`src/sv/stli_pkg.sv`:
```
// Package for the sorted table linear interpolator: shared types, codes and
// constants. No dependencies.
`timescale 1ns / 1ps

package stli_pkg;

   localparam int DATA_W      = 32;
   localparam int INDEX_W     = 13;
   localparam int ENTRIES_W   = 14;
   localparam logic [ENTRIES_W-1:0] ENTRIES_RESET = 14'd2;

   // quotient is below 2^33, so 33 restoring steps cover it
   localparam int DIV_STEPS   = 33;
   localparam int DIV_CNT_W   = $clog2(DIV_STEPS);

   localparam logic FUNC_LOAD  = 1'b0;
   localparam logic FUNC_QUERY = 1'b1;

   typedef enum logic [2:0] {
      ST_IDLE,
      ST_SEARCH_CHK,
      ST_SEARCH_CMP,
      ST_FETCH,
      ST_SETUP,
      ST_MUL,
      ST_DIV,
      ST_FINISH
   } state_type;

   // what the table read port looks at
   typedef enum logic [1:0] {
      RD_MID,
      RD_UPPER,
      RD_LOWER
   } rd_sel_type;

   typedef struct packed {
      logic       start;
      logic       load;
      rd_sel_type rd_sel;
      logic       search_step;
      logic       fetch_upper;
      logic       setup;
      logic       mul;
      logic       div_step;
      logic       out_load;
      logic       out_oor;
   } cmd_type;

   typedef struct packed {
      logic search_more;
      logic bracket_oor;
      logic out_free;
   } status_type;

endpackage

```
`src/sv/stli_ctrl.sv`:
```
// Controller for the sorted table linear interpolator: sequences search,
// fetch, multiply and divide. Depends on stli_pkg.
`timescale 1ns / 1ps

module stli_ctrl (
   input  logic                clock,
   input  logic                reset,
   input  logic                req_valid,
   input  logic                req_func,
   output logic                req_stall,
   input  stli_pkg::status_type status,
   output stli_pkg::cmd_type   cmd
);

   stli_pkg::state_type state_ff, state_in;
   logic [stli_pkg::DIV_CNT_W-1:0] div_cnt_ff, div_cnt_in;

   always_ff @(posedge clock) begin
      if (reset) begin
         state_ff   <= stli_pkg::ST_IDLE;
         div_cnt_ff <= '0;
      end else begin
         state_ff   <= state_in;
         div_cnt_ff <= div_cnt_in;
      end
   end

   always_comb begin
      state_in   = state_ff;
      div_cnt_in = div_cnt_ff;
      cmd        = '0;
      cmd.rd_sel = stli_pkg::RD_MID;
      req_stall  = 1'b1;
      unique case (state_ff)
         stli_pkg::ST_IDLE: begin
            req_stall = 1'b0;
            if (req_valid) begin
               if (req_func == stli_pkg::FUNC_QUERY) begin
                  cmd.start = 1'b1;
                  state_in  = stli_pkg::ST_SEARCH_CHK;
               end else begin
                  cmd.load = 1'b1;
               end
            end
         end
         stli_pkg::ST_SEARCH_CHK: begin
            if (status.search_more) begin
               cmd.rd_sel = stli_pkg::RD_MID;
               state_in   = stli_pkg::ST_SEARCH_CMP;
            end else if (status.bracket_oor) begin
               state_in = stli_pkg::ST_FINISH;
            end else begin
               cmd.rd_sel = stli_pkg::RD_UPPER;
               state_in   = stli_pkg::ST_FETCH;
            end
         end
         stli_pkg::ST_SEARCH_CMP: begin
            cmd.search_step = 1'b1;
            state_in        = stli_pkg::ST_SEARCH_CHK;
         end
         stli_pkg::ST_FETCH: begin
            cmd.fetch_upper = 1'b1;
            cmd.rd_sel      = stli_pkg::RD_LOWER;
            state_in        = stli_pkg::ST_SETUP;
         end
         stli_pkg::ST_SETUP: begin
            cmd.setup = 1'b1;
            state_in  = stli_pkg::ST_MUL;
         end
         stli_pkg::ST_MUL: begin
            cmd.mul    = 1'b1;
            div_cnt_in = '0;
            state_in   = stli_pkg::ST_DIV;
         end
         stli_pkg::ST_DIV: begin
            cmd.div_step = 1'b1;
            if (div_cnt_ff == stli_pkg::DIV_CNT_W'(stli_pkg::DIV_STEPS - 1)) begin
               state_in = stli_pkg::ST_FINISH;
            end else begin
               div_cnt_in = div_cnt_ff + 1'b1;
            end
         end
         stli_pkg::ST_FINISH: begin
            // bracket_oor still reflects the finished search here
            if (status.out_free) begin
               cmd.out_load = 1'b1;
               cmd.out_oor  = status.bracket_oor;
               state_in     = stli_pkg::ST_IDLE;
            end
         end
         default: state_in = stli_pkg::ST_IDLE;
      endcase
   end

endmodule

```
`config.mk`:
```
export PLATFORM = sky130hd
export DESIGN_NAME = stli_ctrl
export DESIGN_NICKNAME = d
export VERILOG_FILES = /design/src/sv/stli_pkg.sv /design/src/sv/stli_ctrl.sv
export SDC_FILE = /design/constraint.sdc
export NUM_CORES = 1
export LEC_CHECK = 0
export BUFFER_PORTS_ARGS = -buffer_cell sky130_fd_sc_hd__buf_4
export CORE_MARGIN = 2
export CORE_UTILIZATION = 40
export DETAILED_ROUTE_END_ITERATION = 10
export SLEW_MARGIN = 30
export SYNTH_ARGS = -nofsm -noshare
export SYNTH_HDL_FRONTEND = slang
export SYNTH_SLANG_ARGS = --single-unit
```
`constraint.sdc`:
```
create_clock -name clock -period 1.65 [get_ports clock]
set_input_delay 0.165 -clock clock [delete_from_list [all_inputs] [get_ports clock]]
set_output_delay 0.165 -clock clock [all_outputs]
set_load 0.1 [all_outputs]
```
# --- Word level (Yosys, flattened, before mapping) ---
# Index checks and enable logic that the tools add are counted.
word_totals:
  register_bits: 9
  elab_cells: 44
  inputBits: 7
op_classes:
  muxes: 24
  reduce_logical: 4
  eq_ne: 13
  addsub: 1
op_table:
  columns: ["operator", "count"]
  rows:
  - ["case mux 3 bit (8 select lines)", 1]
  - ["2-to-1 mux 3 bit", 6]
  - ["equality test 3 bit (second input constant)", 4]
  - ["case mux 6 bit (2 select lines)", 1]
  - ["2-to-1 mux 1 bit", 10]
  - ["inequality test 2 bit (second input constant)", 5]
  - ["2-to-1 mux 2 bit", 4]
  - ["adder 6 x 1 -> 6 bit (second input constant)", 1]
  - ["equality test 3 x 2 -> 1 bit (second input constant)", 2]
  - ["equality test 6 bit (second input constant)", 1]
  - ["2-to-1 mux 6 bit", 1]
  - ["case mux 2 bit (2 select lines)", 1]
  - ["AND reduction 4 bit", 1]
  - ["equality test 3 x 1 -> 1 bit (second input constant)", 1]
  - ["logical NOT 3 bit", 1]
  - ["AND reduction 2 bit", 1]
  - ["nonzero test 2 bit", 1]

# --- Longest topological paths before layout ---
depth:
  depth_word: 3
  ltp_mapped: 6
  depth_no_buf: 6

# --- Worst setup path after synthesis ---
# No wires, ideal clock.
synth_timing:
  path_type: "reg2out"
  from: "register state_ff[0]"
  to: "output cmd[7] (netlist bit)"
  t_arrival_ns: 3.504
  required_time_ns: 1.485
  path_stages_with_launch: 4
  slack_ns: -2.019
  n_path_buf: 1
  cell_sequence: "dfxtp_1 -> clkbuf_1 -> nand2b_1 -> nor4_1"
synth_lines:
  columns: ["element", "line", "source"]
  rows:
  - ["from (decl)", "stli_ctrl.sv:15", "stli_pkg::state_type state_ff, state_in;"]
  - ["from (signal assigned)", "stli_ctrl.sv:20", "state_ff <= stli_pkg::ST_IDLE;"]
  - ["from (signal assigned)", "stli_ctrl.sv:23", "state_ff <= state_in;"]
  - ["to (decl)", "stli_ctrl.sv:12", "output stli_pkg::cmd_type cmd"]

==> results.md <==
- DRT Pass-1 Iters: 4
- Worst hold endpoint: state_ff[1]
- Setup violators final: 0
- Leakage: approximately 0.36 nW
- Finished Core Util: 62.8%
- Clk Tree Root Cell: clkbuf_4
- Die Wd: roughly 44 um
- Via/cell ratio: 5.74
- Critical Path Sink Type: output pin
- Synth-to-Final Area Change: 47.9%
- Most common cell after layout, fill and taps aside: buf_4
- Delay-heaviest family, CP: buffers and inverters
- Netlist cell types: 37
- Post-route ant nets: 0
- Hold Startpoint: reset
- # H-tree levels: 1
- GPL Wtd Cong: ~0.94
- DR WL/cell: ~13 um
- Worst skew pair latency: between 0.2 and 0.3 ns
- Slew Limit Fails: 0
- MaxCap Viol Count: 0
- Syn Area/Cell: around 7.3 um^2
- GR Overflow Total: 0
- Synth area leaders: dfxtp_1 (29%), nand2_1 (5.9%), a21oi_1 (4.8%), nor2_1 (4.2%), ha_1 (4.0%)
- Core Area: roughly 0.0015 mm^2
- Startpoint type of the worst setup path: flip-flop
- Worst Slack Setup Final: 0.0791 ns
- Max Fclk: around 0.64 GHz
- R2R Setup Slk: approximately 0.1 ns
- Synthesized cell area: 632 um^2
- # nets final: 119
- Max IR drop VDD: approximately 640 uV
- Final wirelength: ~1.7 mm
- CTS tree: built
- Cell taking the most area after synthesis: dfxtp_1
- Worst Tran Pin Value: 0.301 ns
- # rows: 14
- Vias in the first global route: 680
- Tmin final: ~1.6 ns
- Post-synthesis sequential element count: 9
- CP max-delay cell: dfxtp_2
- Design area: approximately 930 um^2
- Reg2reg path depth: 6
- Share of post-route cells with drive strength above 1: 46.8%
- Fill cells: between 100 and 150
- Register clock-pin slew on the reported worst setup and hold paths: ~0.060 ns
- Hold Buf Count CTS: 0
- Power, Total: ~630 uW
- Max Root-Sink Buffers: 2
- Critical path class: reg2out
- Commonest cells after routing, fill and taps aside: buf_4 (20), nand2_1 (10), a21oi_1 (6)
- DR iter-0 viols: 23
- IO Pins: 19
- Slew Limit Headroom: approximately four fifths
- CTS buffer count: 3
- First-pass GRT wire length: around 3 mm
- Min-Delay Path Depth: 2
- Post-synth top area share: between 20% and 30%
- Antenna violations before repair: 0
- Met1 WL: between 700 and 800 um
- Final setup TNS: 0 ns
- DR WL met2: 815 um
- Top layer in use: met3
- Synth Warn #: 0
- Initial Util: 42.4%
- WP data required: around 1.5 ns
- Synthesized net count: 95
- Port Buffers: 18
- Crit path max fanout: 9
- Met3 wire length: 87 um
- Remaining DRCs: 0
- Via count: ~720
- DIE AREA: approximately 0.0019 mm^2
- FF-to-FF End: div_cnt_ff[1]
- Setup Skew: 0.000971 ns
- Slowest stage delay, CP: about 0.38 ns
- Hpwl dp: between 1 and 1.5 mm
- Placed inst area: around 870 um^2
- Largest net degree at the start of global routing: 11
- Period utilization: roughly 95%
- Bufs and invs on worst path: 2
- All-layer global routing usage: about a fifth
- Post-Syn Instances: 86
- Die H: 43.7 um
- Clock sink count: 9
- Ant diodes: 0
- Min-Delay Path Class: in2reg
- Worst Path Arrival: ~1.4 ns
- Pre-CTS setup slack: between 0.07 and 0.08 ns
- Sequential fraction of the synthesis area: approximately 29%
- Status: completed
- Cell Chain, Critical Path: inv_1 -> and3_2 -> buf_4
- Final Hold Viols: 0
- Worst reg2reg startpoint: div_cnt_ff[0]
- Power per Cell Area: roughly 680 mW/mm^2
- RSZ-0062 raised after global routing: true
Yosys cell counts:
cell type	count
o21a_1	1
nor3b_1	1
nand2_1	10
o21ai_0	5
nor3_1	3
nor2_1	7
nand2b_1	2
dfxtp_1	9
nand3b_1	1
a211oi_1	1
o32ai_1	2
and3_1	3
clkbuf_1	2
buf_2	2
a311oi_1	1
o211ai_1	1
ha_1	2
nand4_1	2
or3_1	1
and3b_1	1
and2_2	1
nand4b_1	1
nor2b_1	1
buf_1	1
o21ai_1	2
inv_1	4
buf_6	1
nor4_1	2
a41oi_1	1
o31ai_1	1
and2_1	2
mux2_1	1
a32oi_1	1
nand3_1	1
a31oi_1	2
a21oi_1	6
or4_4	1
state kept, by name (all words and copies together), names as in the netlist:
register / count
div_cnt_ff: 6
state_ff: 3
worst max-delay path by stage:
stage	start	end	slack, ns	cells past startpoint
after floorplan	state_ff[0]	cmd[7]	-0.12	3
after global placement	div_cnt_ff[0]	div_cnt_ff[1]	0.12	6
after detailed placement	div_cnt_ff[0]	div_cnt_ff[1]	0.08	6
after CTS	state_ff[0]	cmd[7]	0.02	3
after global routing	state_ff[2]	cmd[9]	-0.002	4
final	state_ff[2]	cmd[8]	0.08	3
stage by stage:
stage / cells / hold WS, ns
global placement: 121 / 0.417
CTS: 125 / 0.135
floorplan: 86 / 0.381
global route: 125 / 0.152
detailed placement: 121 / 0.416
finish: 125 / 0.133
what timing repair did:
| action | in CTS | in global routing |
|---|---|---|
| hold endpoints to repair | 0 | 0 |
| gates resized for setup | 3 | 11 |
| buffers inserted | 0 | 0 |
| endpoints found under the setup margin | 8 | 10 |
power by group:
group	internal, mW	switching [mW]
registers	0.224	0.0126
clock network	0.0894	0.0774
logic	0.0666	0.163
total	0.380	0.253
worst register-to-register path: stages, from the launching register on:
cell	delay, ns
dfxtp_2	0.34
inv_2	0.08
ha_1	0.18
nand2_1	0.08
or4_4	0.44
a32oi_2	0.21
o32ai_1	0.11
logic make-up after synthesis:
logic type,after synthesis,synth area share [%]
muxes,1,1.78
DFF,9,28.5
adders and majority gates,2,3.96
AOI/OAI and AO/OA,24,24.0
and+or+nand+nor,40,34.3
buffers and inverters,10,7.52
final cells by class:
class | count | area [um^2] | area share (%)
Clock inverter | 1 | 5.00 | 0.535
Timing Repair Buffer | 25 | 206 | 22.1
Tap cell | 16 | 20.0 | 2.14
Clock buffer | 3 | 22.5 | 2.41
Multi-Input combinational cell | 67 | 479 | 51.3
Sequential cell | 9 | 186 | 19.9
Inverter | 4 | 15.0 | 1.61
per-layer routing:
layer / vias up / track usage (%)
met5: - / 0
met4: 0 / 0.606
met3: 0 / 7.08
met2: 24 / 32.6
met1: 328 / 27.8
li1: 366 / -
No activity file was read; power rests on OpenSTA's default activity.
